==> config.mk <==
export PLATFORM = sky130hd
export DESIGN_NAME = htc_tangent_engine
export DESIGN_NICKNAME = d
export VERILOG_FILES = /design/src/rtl/core/htc_pkg.sv /design/src/rtl/core/htc_tangent_engine.sv
export SDC_FILE = /design/constraint.sdc
export NUM_CORES = 1
export LEC_CHECK = 0
export ABC_AREA = 0
export BUFFER_PORTS_ARGS = -buffer_cell sky130_fd_sc_hd__clkbuf_2
export CAP_MARGIN = 20
export CELL_PAD_IN_SITES_DETAIL_PLACEMENT = 1
export CELL_PAD_IN_SITES_GLOBAL_PLACEMENT = 2
export CORE_ASPECT_RATIO = 1.25
export CORE_UTILIZATION = 29
export CTS_CLUSTER_DIAMETER = 30
export DETAILED_ROUTE_END_ITERATION = 8
export PLACE_DENSITY_LB_ADDON = 0.1
export SLEW_MARGIN = 10
export SYNTH_ARGS = -nofsm -noshare
export SYNTH_HDL_FRONTEND = slang
export SYNTH_SLANG_ARGS = --single-unit
==> constraint.sdc <==
create_clock -name clk -period 5.3 [get_ports clk]
set_input_delay 0.265 -clock clk [delete_from_list [all_inputs] [get_ports clk]]
set_output_delay 0.265 -clock clk [all_outputs]
set_load 0.01 [all_outputs]
==> src/rtl/core/htc_pkg.sv <==
// Shared types, constants and point-field helpers for the Hermite tone curve.
package htc_pkg;

	localparam int CODE_W     = 16;
	localparam int SLOPE_W    = 24;
	localparam int PT_IDX_W   = 3;
	localparam int PTS_W      = 256;
	localparam int TQ_W       = 17;
	localparam int DIV_STAGES = 17;
	localparam int BASIS_W    = 20;
	localparam int APB_ADDR_W = 6;
	localparam int APB_DATA_W = 64;

	// register indexes (paddr[5:3])
	localparam logic [2:0] REG_INPUT_MIN   = 3'd0;
	localparam logic [2:0] REG_INV_RANGE   = 3'd1;
	localparam logic [2:0] REG_POINT_COUNT = 3'd2;
	localparam logic [2:0] REG_POINTS_A    = 3'd3;
	localparam logic [2:0] REG_POINTS_B    = 3'd4;
	localparam logic [2:0] REG_POINTS_C    = 3'd5;
	localparam logic [2:0] REG_POINTS_D    = 3'd6;

	localparam logic [15:0]      RST_INPUT_MIN   = 16'd0;
	localparam logic [32:0]      RST_INV_RANGE   = 33'd65536;
	localparam logic [3:0]       RST_POINT_COUNT = 4'd2;
	localparam logic [PTS_W-1:0] RST_POINTS      = {192'h0, 64'hFFFF_FFFF_0000_0000};

	localparam logic [31:0]        SLOPE_POS_MAX = 32'd8388607;
	localparam logic [31:0]        SLOPE_NEG_MAG = 32'd8388608;
	localparam logic [SLOPE_W-1:0] SLOPE_POS_SAT = 24'h7F_FFFF;
	localparam logic [SLOPE_W-1:0] SLOPE_NEG_SAT = 24'h80_0000;

	typedef enum logic [1:0] {
		ENG_IDLE,
		ENG_LOAD,
		ENG_DIV,
		ENG_STORE
	} htc_eng_state_t;

	typedef struct packed {
		logic                      we;
		logic [PT_IDX_W-1:0]       addr;
		logic signed [SLOPE_W-1:0] data;
	} htc_tan_wr_t;

	typedef struct packed {
		logic                      hold;
		logic                      err;
		logic [CODE_W-1:0]         yh;
		logic [CODE_W-1:0]         y0;
		logic [CODE_W-1:0]         y1;
		logic [CODE_W-1:0]         h;
		logic signed [SLOPE_W-1:0] m0;
		logic signed [SLOPE_W-1:0] m1;
	} htc_ctx_t;

	typedef struct packed {
		htc_ctx_t          ctx;
		logic [CODE_W-1:0] rem;
		logic [TQ_W-1:0]   q;
	} htc_div_t;

	function automatic logic [CODE_W-1:0] pt_x(input logic [PTS_W-1:0] pts,
		input logic [PT_IDX_W-1:0] k);
		pt_x = pts[{k, 5'd0} +: CODE_W];
	endfunction

	function automatic logic [CODE_W-1:0] pt_y(input logic [PTS_W-1:0] pts,
		input logic [PT_IDX_W-1:0] k);
		pt_y = pts[{k, 5'd16} +: CODE_W];
	endfunction

endpackage

==> src/rtl/core/htc_tangent_engine.sv <==
// Sequential Catmull-Rom tangent builder: one shared bit-serial divider.
module htc_tangent_engine #(
	parameter int MAX_POINTS = 8
) (
	input  logic                         clk,
	input  logic                         arst_n,
	input  logic                         kick,
	input  logic [3:0]                   point_count,
	input  logic [htc_pkg::PTS_W-1:0]    points,
	output logic                         busy,
	output htc_pkg::htc_tan_wr_t         tan_wr
);

	localparam int KW = $clog2(MAX_POINTS);
	localparam logic [KW-1:0] K_LAST = KW'(MAX_POINTS - 1);

	htc_pkg::htc_eng_state_t state_q, state_d;
	logic [KW-1:0]  k_q;
	logic [4:0]     cnt_q;
	logic [31:0]    num_q;
	logic [15:0]    rem_q;
	logic [15:0]    dvs_q;
	logic           neg_q;
	logic           zero_q;

	logic [3:0]     k4;
	logic [2:0]     ia, ib;
	logic [16:0]    dy, dx;
	logic [15:0]    mag_dy;
	logic [16:0]    trial;
	logic signed [htc_pkg::SLOPE_W-1:0] tan_val;

	// slope pair for tangent k
	always_comb begin
		k4 = 4'(k_q);
		if (k4 == 4'd0) begin
			ia = 3'd0;
			ib = 3'd1;
		end else if (k4 == point_count - 4'd1) begin
			ia = 3'(point_count - 4'd2);
			ib = 3'(point_count - 4'd1);
		end else begin
			ia = 3'(k4 - 4'd1);
			ib = 3'(k4 + 4'd1);
		end
		dy = {1'b0, htc_pkg::pt_y(points, ib)} - {1'b0, htc_pkg::pt_y(points, ia)};
		dx = {1'b0, htc_pkg::pt_x(points, ib)} - {1'b0, htc_pkg::pt_x(points, ia)};
		mag_dy = dy[16] ? 16'(-dy) : dy[15:0];
		trial = {rem_q, num_q[31]};
	end

	always_comb begin
		if (zero_q) begin
			tan_val = '0;
		end else if (neg_q) begin
			tan_val = (num_q > htc_pkg::SLOPE_NEG_MAG) ? htc_pkg::SLOPE_NEG_SAT
				: htc_pkg::SLOPE_W'(-num_q);
		end else begin
			tan_val = (num_q > htc_pkg::SLOPE_POS_MAX) ? htc_pkg::SLOPE_POS_SAT
				: num_q[htc_pkg::SLOPE_W-1:0];
		end
	end

	always_comb begin
		state_d = state_q;
		tan_wr = '0;
		busy = (state_q != htc_pkg::ENG_IDLE);
		case (state_q)
			htc_pkg::ENG_IDLE: begin
				state_d = htc_pkg::ENG_IDLE;
			end
			htc_pkg::ENG_LOAD: begin
				state_d = htc_pkg::ENG_DIV;
			end
			htc_pkg::ENG_DIV: begin
				if (cnt_q == 5'd31)
					state_d = htc_pkg::ENG_STORE;
			end
			htc_pkg::ENG_STORE: begin
				tan_wr.we = 1'b1;
				tan_wr.addr = htc_pkg::PT_IDX_W'(k_q);
				tan_wr.data = tan_val;
				state_d = (k_q == K_LAST) ? htc_pkg::ENG_IDLE : htc_pkg::ENG_LOAD;
			end
			default: begin
				state_d = htc_pkg::ENG_IDLE;
			end
		endcase
		if (kick)
			state_d = htc_pkg::ENG_LOAD;
	end

	always_ff @(posedge clk or negedge arst_n) begin
		if (!arst_n) begin
			state_q <= htc_pkg::ENG_LOAD;
			k_q <= '0;
			cnt_q <= '0;
		end else begin
			state_q <= state_d;
			if (kick)
				k_q <= '0;
			else if (state_q == htc_pkg::ENG_STORE && k_q != K_LAST)
				k_q <= k_q + 1'b1;
			if (state_q == htc_pkg::ENG_LOAD)
				cnt_q <= '0;
			else if (state_q == htc_pkg::ENG_DIV)
				cnt_q <= cnt_q + 5'd1;
		end
	end

	// restoring divide, quotient shifts into num_q
	always_ff @(posedge clk) begin
		if (state_q == htc_pkg::ENG_LOAD) begin
			num_q <= {mag_dy, 16'h0};
			rem_q <= '0;
			dvs_q <= dx[15:0];
			neg_q <= dy[16];
			zero_q <= dx[16] || (dx == 17'd0);
		end else if (state_q == htc_pkg::ENG_DIV) begin
			if (trial >= {1'b0, dvs_q}) begin
				rem_q <= 16'(trial - {1'b0, dvs_q});
				num_q <= {num_q[30:0], 1'b1};
			end else begin
				rem_q <= trial[15:0];
				num_q <= {num_q[30:0], 1'b0};
			end
		end
	end

endmodule

# Word-level counts from Yosys, hierarchy flattened
# Cells that the tools add are included.
# word_totals
reg_bits	76
inputBits	263
# op_classes
n_addsub	11
order_cmp	3
n_eq_ne	8
shifts	4
n_mux	22
reduce_logical	8
# op_table
op	n
variable part select 256 x 9 -> 16 bit	4
2-to-1 mux 24 bit	4
2-to-1 mux 32 bit	2
subtractor 16 x 16 -> 17 bit	2
greater-than comparator 32 x 23 -> 1 bit (second input constant)	1
greater-than comparator 32 x 24 -> 1 bit (second input constant)	1
2-to-1 mux 16 bit	2
2-to-1 mux 28 bit	1
negation 24 bit	1
2-to-1 mux 3 bit	6
greater-or-equal comparator 17 x 16 -> 1 bit	1
zero test 17 bit	1
negation 16 bit	1
subtractor 16 bit	1
2-to-1 mux 5 bit	2
case mux 2 bit (4 select lines)	1
adder 3 x 1 -> 3 bit (second input constant)	2
inequality test 3 bit (second input constant)	2
nonzero test 2 bit	3
adder 5 x 1 -> 5 bit (second input constant)	1
== test 5 bit (second input constant)	1
== test 2 bit (second input constant)	2
== test 3 x 4 -> 1 bit	1
2-to-1 mux 2 bit	2
other kinds (10)	11

# Depth between registers and ports, before layout
# logic_depth
word_depth	9
mapped_depth	26
mapped_depth_nobuf	22

# Worst setup path before layout
# No wires, ideal clock.
# synth_timing
path_kind	input-to-reg
startpoint	in point_count[1]
endpoint	reg zero_q, data pin
setup_ps	129
arrival_ps	4884
required_time_ps	5171
setup_slack_ps	287
path_stages	24
path_cell_list	inv_1 > ha_1 > xor2_1 > xor2_1 > nor2_1 > and2_1 > clkbuf_1 > o21ai_0 > nand2_1 > buf_2 > buf_1 > nand3_1 > nand3_1 > o21ai_0 > ha_1 > fa_1 > nor2b_1 > o31a_2 > a21oi_1 > or4_1 > or4_1 > or4_1 > nor4_1 > a21o_1
# synth_between
elab_chain_len	8
elab_cells_between_ends	12
classes_between	3 x add/sub; 1 x eq/ne; 2 x shift; 4 x mux; 2 x reduce/logical
# synth_lines
item	line	rtl
from (decl)	htc_tangent_engine.sv:8	input logic [3:0] point_count,
subtractor 4 x 1 -> 4 bit	htc_tangent_engine.sv:41	ib = 3'(point_count - 4'd1);
== test 3 x 4 -> 1 bit	htc_tangent_engine.sv:39	end else if (k4 == point_count - 4'd1) begin
2-to-1 mux 3 bit	htc_tangent_engine.sv:39	
2-to-1 mux 3 bit	htc_tangent_engine.sv:36	if (k4 == 4'd0) begin
variable part select 256 x 9 -> 16 bit	htc_pkg.sv:65	pt_x = pts[{k, 5'd0} +: CODE_W];
subtractor 16 x 16 -> 17 bit (*)	htc_tangent_engine.sv:47	dx = {1'b0, htc_pkg::pt_x(points, ib)} - {1'b0, htc_pkg::pt_x(points, ia)};
net dx[4]	htc_tangent_engine.sv:28	logic [16:0] dy, dx;
zero test 17 bit (*)	htc_tangent_engine.sv:118	zero_q <= dx[16] || (dx == 17'd0);
logical OR 1 bit (*)	htc_tangent_engine.sv:118	
to (signal assigned)	htc_tangent_engine.sv:118	
to (decl)	htc_tangent_engine.sv:24	logic zero_q;
# The timed path passes the listed nets; every way through them passes the cells marked *.
# A chain may end at the register's enable or synchronous reset.

# Worst setup path in the final report
# layout_timing
startpoint	in point_count[2]
endpoint	reg num_q[31], data pin
# layout_between
elab_chain_len	9
elab_cells_between_ends	13
classes_between	4 x add/sub; 1 x eq/ne; 2 x shift; 6 x mux
# layout_lines
item	line	rtl
subtractor 4 x 1 -> 4 bit	htc_tangent_engine.sv:41	
== test 3 x 4 -> 1 bit	htc_tangent_engine.sv:39	
2-to-1 mux 3 bit	htc_tangent_engine.sv:39	
2-to-1 mux 3 bit	htc_tangent_engine.sv:36	
variable part select 256 x 9 -> 16 bit	htc_pkg.sv:70	pt_y = pts[{k, 5'd16} +: CODE_W];
subtractor 16 x 16 -> 17 bit (*)	htc_tangent_engine.sv:46	dy = {1'b0, htc_pkg::pt_y(points, ib)} - {1'b0, htc_pkg::pt_y(points, ia)};
negation 16 bit	htc_tangent_engine.sv:48	mag_dy = dy[16] ? 16'(-dy) : dy[15:0];
2-to-1 mux 16 bit (*)	htc_tangent_engine.sv:48	
2-to-1 mux 32 bit (*)	htc_tangent_engine.sv:113	if (state_q == htc_pkg::ENG_LOAD) begin
to (signal assigned)	htc_tangent_engine.sv:114	num_q <= {mag_dy, 16'h0};
to (signal assigned)	htc_tangent_engine.sv:122	num_q <= {num_q[30:0], 1'b1};
to (signal assigned)	htc_tangent_engine.sv:125	num_q <= {num_q[30:0], 1'b0};
to (decl)	htc_tangent_engine.sv:20	logic [31:0] num_q;
# Mark *: on every way between the ends. The rest lies on a longest branch, timed or not.

==> flow_summary.html <==
<table>
<tr><th>Metric</th><th>Value</th></tr>
<tr><th colspan="2">Synth</th></tr>
<tr><td>Warnings from Yosys</td><td>0</td></tr>
<tr><td>Cell taking the most area after synthesis</td><td>sky130_fd_sc_hd__nand2_1</td></tr>
<tr><td>Net count after synthesis</td><td>2035</td></tr>
<tr><td>EDFF count, synth</td><td>34</td></tr>
<tr><td>Number of register bits inferred by synthesis</td><td>76</td></tr>
<tr><td>Post-synthesis cell area</td><td>0.01098 mm²</td></tr>
<tr><td>Proportion of register bits with asynchronous set or reset after synthesis</td><td>13.16%</td></tr>
<tr><td>Proportion of synthesized chip area in sequential cells</td><td>17.43%</td></tr>
<tr><td>Main combinational cell family by area after synthesis</td><td>simple AND/OR/NAND/NOR gates</td></tr>
<tr><td>Share of the synthesized area in the top cell type</td><td>15.42%</td></tr>
<tr><td>Mean Syn Cell Area</td><td>6.435 µm²</td></tr>
<tr><td>Synth Area in Adders</td><td>7.727%</td></tr>
<tr><td>Post-synthesis share of cell area spent on xor and xnor gates</td><td>3.989%</td></tr>
<tr><td>Fraction of synthesized area in multiplexers</td><td>2.849%</td></tr>
<tr><td>Biggest area contributors in the synthesized netlist</td><td>sky130_fd_sc_hd__nand2_1 15%, sky130_fd_sc_hd__edfxtp_1 9.3%, sky130_fd_sc_hd__nand3_1 7.4%, sky130_fd_sc_hd__ha_1 7.2%, sky130_fd_sc_hd__dfxtp_1 5.8%</td></tr>
<tr><td>Synthesized netlist cell count</td><td>1706</td></tr>
<tr><td>Compound-gate portion of the synthesized area</td><td>25.22%</td></tr>
<tr><td>Number of distinct library cells after synthesis</td><td>67</td></tr>
<tr><td>Primary FF master, synth</td><td>sky130_fd_sc_hd__edfxtp_1</td></tr>
<tr><td>Basic-gate share of the synthesized area counting and, or, nand and nor cells</td><td>36.76%</td></tr>
<tr><th colspan="2">Timing</th></tr>
<tr><td>Transition time at the pin with the least slew margin</td><td>895.3 ps</td></tr>
<tr><td>Worst slew margin relative to its limit</td><td>40.31%</td></tr>
<tr><td>FMAX</td><td>202.4 MHz</td></tr>
<tr><td>Final-report setup violation count</td><td>0</td></tr>
<tr><td>Setup total negative slack</td><td>0 ps</td></tr>
<tr><td>Final worst-path cycle share</td><td>93.22%</td></tr>
<tr><td>Setup repair after global routing missed its margin</td><td>false</td></tr>
<tr><td>Final number of hold-violating endpoints</td><td>0</td></tr>
<tr><td>Max Transition Viols Final</td><td>0</td></tr>
<tr><td>Worst Skew</td><td>6.106 ps</td></tr>
<tr><td>Final critical-path required period</td><td>4940 ps</td></tr>
<tr><th colspan="2">Place</th></tr>
<tr><td>Buffers on Ports</td><td>291</td></tr>
<tr><td>Cell area after placement</td><td>0.01364 mm²</td></tr>
<tr><td>DP Cell Count</td><td>2468</td></tr>
<tr><td>Placed wire-length estimate</td><td>39.41 mm</td></tr>
<tr><td>Routability-driven placement congestion ratio</td><td>0.9457</td></tr>
<tr><th colspan="2">Finish</th></tr>
<tr><td>Commonest cells after routing, fill and taps aside</td><td>449 x sky130_fd_sc_hd__nand2_1, 291 x sky130_fd_sc_hd__clkbuf_2, 163 x sky130_fd_sc_hd__nand3_1, 149 x sky130_fd_sc_hd__nor2_1, 95 x sky130_fd_sc_hd__buf_4</td></tr>
<tr><td>Area added between synthesis and finish</td><td>27.47%</td></tr>
<tr><td>Most common cell after layout, fill and taps aside</td><td>sky130_fd_sc_hd__nand2_1</td></tr>
<tr><td>Non-filler cells, final</td><td>2489</td></tr>
<tr><td>Final standard cell utilization of the core</td><td>37.55%</td></tr>
<tr><td>Cell area after layout</td><td>0.01399 mm²</td></tr>
<tr><td>Number of nets in the layout</td><td>2325</td></tr>
<tr><td>Fraction of final layout cells sized beyond drive strength 1</td><td>23.14%</td></tr>
<tr><th colspan="2">Setup path</th></tr>
<tr><td>Worst path bufs/invs</td><td>5</td></tr>
<tr><td>Worst setup path class</td><td>input pin to flop</td></tr>
<tr><td>Data required time at the worst endpoint</td><td>5370 ps</td></tr>
<tr><td>Element type at the critical path start</td><td>input pin</td></tr>
<tr><td>Worst path top cell family by delay</td><td>compound AO/OA/AOI/OAI gates</td></tr>
<tr><td>Maximum cell stage delay along the critical path</td><td>360 ps</td></tr>
<tr><td>Critical Path AT</td><td>5010 ps</td></tr>
<tr><td>Kind of end point of the critical path</td><td>flop</td></tr>
<tr><td>Cell with the biggest individual delay on the critical path</td><td>sky130_fd_sc_hd__ha_1</td></tr>
<tr><td>Critical-path maximum fanout</td><td>27</td></tr>
<tr><th colspan="2">Route</th></tr>
<tr><td>Count of routing violations after the opening detailed-route iteration</td><td>818</td></tr>
<tr><td>Total detailed-routing wirelength</td><td>49.82 mm</td></tr>
<tr><td>Detailed-route via count</td><td>13870</td></tr>
<tr><td>Routed wire per std cell</td><td>20.01 µm</td></tr>
<tr><td>DR pass1 iterations</td><td>6</td></tr>
<tr><td>Number of antenna-violating nets in the routed design</td><td>0</td></tr>
<tr><td>Residual DRC</td><td>0</td></tr>
<tr><td>Number of vias per cell</td><td>5.571</td></tr>
<tr><th colspan="2">Die</th></tr>
<tr><td>Starting density of the core</td><td>29.46%</td></tr>
<tr><td>Total number of placement rows</td><td>79</td></tr>
<tr><td>Die outline height</td><td>219.5 µm</td></tr>
<tr><td>Area of the die</td><td>0.03864 mm²</td></tr>
<tr><td>Number of ports placed on the die boundary</td><td>292</td></tr>
<tr><td>Core Area</td><td>0.03726 mm²</td></tr>
<tr><td>Die X</td><td>176.0 µm</td></tr>
<tr><th colspan="2">Pwr</th></tr>
<tr><td>Switching power of the nets</td><td>6.199 mW</td></tr>
<tr><td>Peak supply drop</td><td>0.2817 mV</td></tr>
<tr><td>Proportion of power drawn by flip-flops and latches</td><td>10.6%</td></tr>
<tr><td>Proportion of total power due to net switching</td><td>51.80%</td></tr>
<tr><td>Total Power Consumption</td><td>11.97 mW</td></tr>
<tr><td>Total leakage power</td><td>6.397 nW</td></tr>
<tr><td>Comb power frac</td><td>84.2%</td></tr>
<tr><td>Power per unit of standard cell area</td><td>855.1 mW/mm²</td></tr>
<tr><td>Design internal power</td><td>5.767 mW</td></tr>
<tr><td>Clock power share</td><td>5.2%</td></tr>
<tr><th colspan="2">Clock network</th></tr>
<tr><td>Source-to-sink clock delay at the later pin of the worst-skew pair</td><td>350 ps</td></tr>
<tr><td>Buffer type at the clock tree root</td><td>sky130_fd_sc_hd__clkbuf_16</td></tr>
<tr><td>Cts bufs inserted</td><td>9</td></tr>
<tr><td>Maximum count of clock buffers along a single path</td><td>2</td></tr>
<tr><td>Clock transition at path regs</td><td>60 ps</td></tr>
<tr><td>H-tree lvl count</td><td>3</td></tr>
<tr><td>CTS tree</td><td>yes</td></tr>
<tr><td>Buffers inserted during post-CTS setup optimization</td><td>0</td></tr>
<tr><td>Clock Sink Count</td><td>76</td></tr>
<tr><th colspan="2">Global route</th></tr>
<tr><td>Global-route usage over all layers</td><td>25.58%</td></tr>
<tr><td>Global-route wire length before repair</td><td>77.83 mm</td></tr>
<tr><td>Maximum number of pins on one net before global-route repair</td><td>70</td></tr>
<tr><td>Antenna violations before repair</td><td>2</td></tr>
<tr><td>Via count of the first global-routing pass</td><td>14170</td></tr>
<tr><td>Overflow after GRT</td><td>0</td></tr>
<tr><th colspan="2">Flow run</th></tr>
<tr><td>Maximum capacitance violations</td><td>0</td></tr>
<tr><th colspan="2">Min path</th></tr>
<tr><td>Class of the tightest hold or removal check</td><td>input pin to flop</td></tr>
<tr><th colspan="2">Outcome</th></tr>
<tr><td>Status</td><td>complete, no violations</td></tr>
</table>
sequential cells by signal (all words and copies together) (netlist names):
| signal | cells |
|---|---|
| cnt_q | 5 |
| dvs_q | 16 |
| k_q | 3 |
| neg_q | 1 |
| num_q | 32 |
| rem_q | 16 |
| state_q | 2 |
| zero_q | 1 |
path summary, 6_finish.rpt:
kind,from,endpoint,slack (ps),cells past startpoint
max,point_count[2],num_q[31]$_DFFE_PP_,360,25
min,kick,k_q[0]$_DFFE_PN0P_,140,2
max reg2reg,k_q[0]$_DFFE_PN0P_,num_q[31]$_DFFE_PP_,360,21
min reg2reg,rem_q[10]$_SDFFE_PP0N_,rem_q[10]$_SDFFE_PP0N_,510,2
max in group asynchronous,arst_n,state_q[0]$_DFFE_PN1P_,4700,2
min in group asynchronous,arst_n,k_q[0]$_DFFE_PN0P_,330,2
power by group through the flow:
stage	Combinational, mW	Clock [mW]	Sequential (mW)
floorplan	6.56	0	1.23
global placement	9.85	0	1.28
detailed placement	10.1	0	1.28
CTS	10.1	0.644	1.27
global route	11.2	0.660	1.30
finish	10.1	0.622	1.27
through the flow:
step | hold slack [ps] | setup slack [ps]
6_report | 137.2 | 359.6
5_1_grt | 139.0 | 7.399
4_1_cts | 127.2 | 151.9
3_5_place_dp | 154.5 | -26.43
3_3_place_gp | 144.2 | 7.129
2_1_floorplan | -30.59 | 287.3
worst register-to-register path: stages, from the launching register on:
cell                       delay, ps
sky130_fd_sc_hd__dfrtp_2         460
sky130_fd_sc_hd__nor2_1           80
sky130_fd_sc_hd__a22o_1          240
sky130_fd_sc_hd__and2_2          230
sky130_fd_sc_hd__o21ai_4         300
sky130_fd_sc_hd__nand2_4         130
sky130_fd_sc_hd__buf_12          190
sky130_fd_sc_hd__buf_4           170
sky130_fd_sc_hd__a221oi_1        250
sky130_fd_sc_hd__nor3_1           90
sky130_fd_sc_hd__a31o_2          230
sky130_fd_sc_hd__ha_1            360
sky130_fd_sc_hd__and3_1          170
sky130_fd_sc_hd__a221oi_1        330
sky130_fd_sc_hd__buf_4           200
sky130_fd_sc_hd__o221ai_1        140
sky130_fd_sc_hd__o21bai_1        190
sky130_fd_sc_hd__a21oi_1         190
sky130_fd_sc_hd__xor2_1          250
sky130_fd_sc_hd__a41oi_1         160
sky130_fd_sc_hd__xnor2_1         180
sky130_fd_sc_hd__a21oi_1          80
kinds of logic (layout without fill, tap and decap cells):
logic type	Yosys count	after routing
AND/OR/NAND/NOR	921	921
adder cells (fa/ha/maj)	66	66
other	0	2
flip-flops	76	76
multiplexers	31	31
AO/OA/AOI/OAI	392	393
buffers and inverters	170	464
XOR/XNOR	50	50
cells in the mapped netlist, drive strengths merged, types with 11 or more instances:
| library cell | number |
|---|---|
| a21o | 19 |
| nand2b | 20 |
| dfxtp | 32 |
| edfxtp | 34 |
| a311oi | 39 |
| a31o | 22 |
| xor2 | 22 |
| o21ai | 39 |
| nor2 | 150 |
| a21oi | 90 |
| a211oi | 27 |
| nand2 | 452 |
| and3 | 35 |
| clkbuf | 88 |
| buf | 38 |
| inv | 44 |
| a31oi | 42 |
| xnor2 | 28 |
| nor3 | 45 |
| ha | 63 |
| and2 | 11 |
| a221oi | 52 |
| nand3 | 163 |
| mux2i | 29 |
final cells by class:
cell class / count / area [µm²]
Inverter: 44 / 165.2
Clock inverter: 7 / 73.82
Tap cell: 486 / 608.1
Fill cell: 4854 / 23270
Multi-Input combinational cell: 1461 / 8491
Clock buffer: 9 / 225.2
Timing Repair Buffer: 404 / 2511
Antenna cell: 2 / 5.005
Sequential cell: 76 / 1914
metal layers:
metal	global-route usage [%]	vias to the layer above	share of wire, %
met5	0	-	0
met4	10.26	0	3.5
met3	2.588	83	5.7
met2	43.11	461	48
met1	33.22	6605	43
li1	-	6718	-
what timing repair did:
item | in CTS | in global routing
hold buffers | 1 | 0
gates resized for setup | 0 | 7
endpoints found under the hold margin | 9 | 0
endpoints found under the setup margin | 0 | 6
Power figures use the tool's default switching activity.
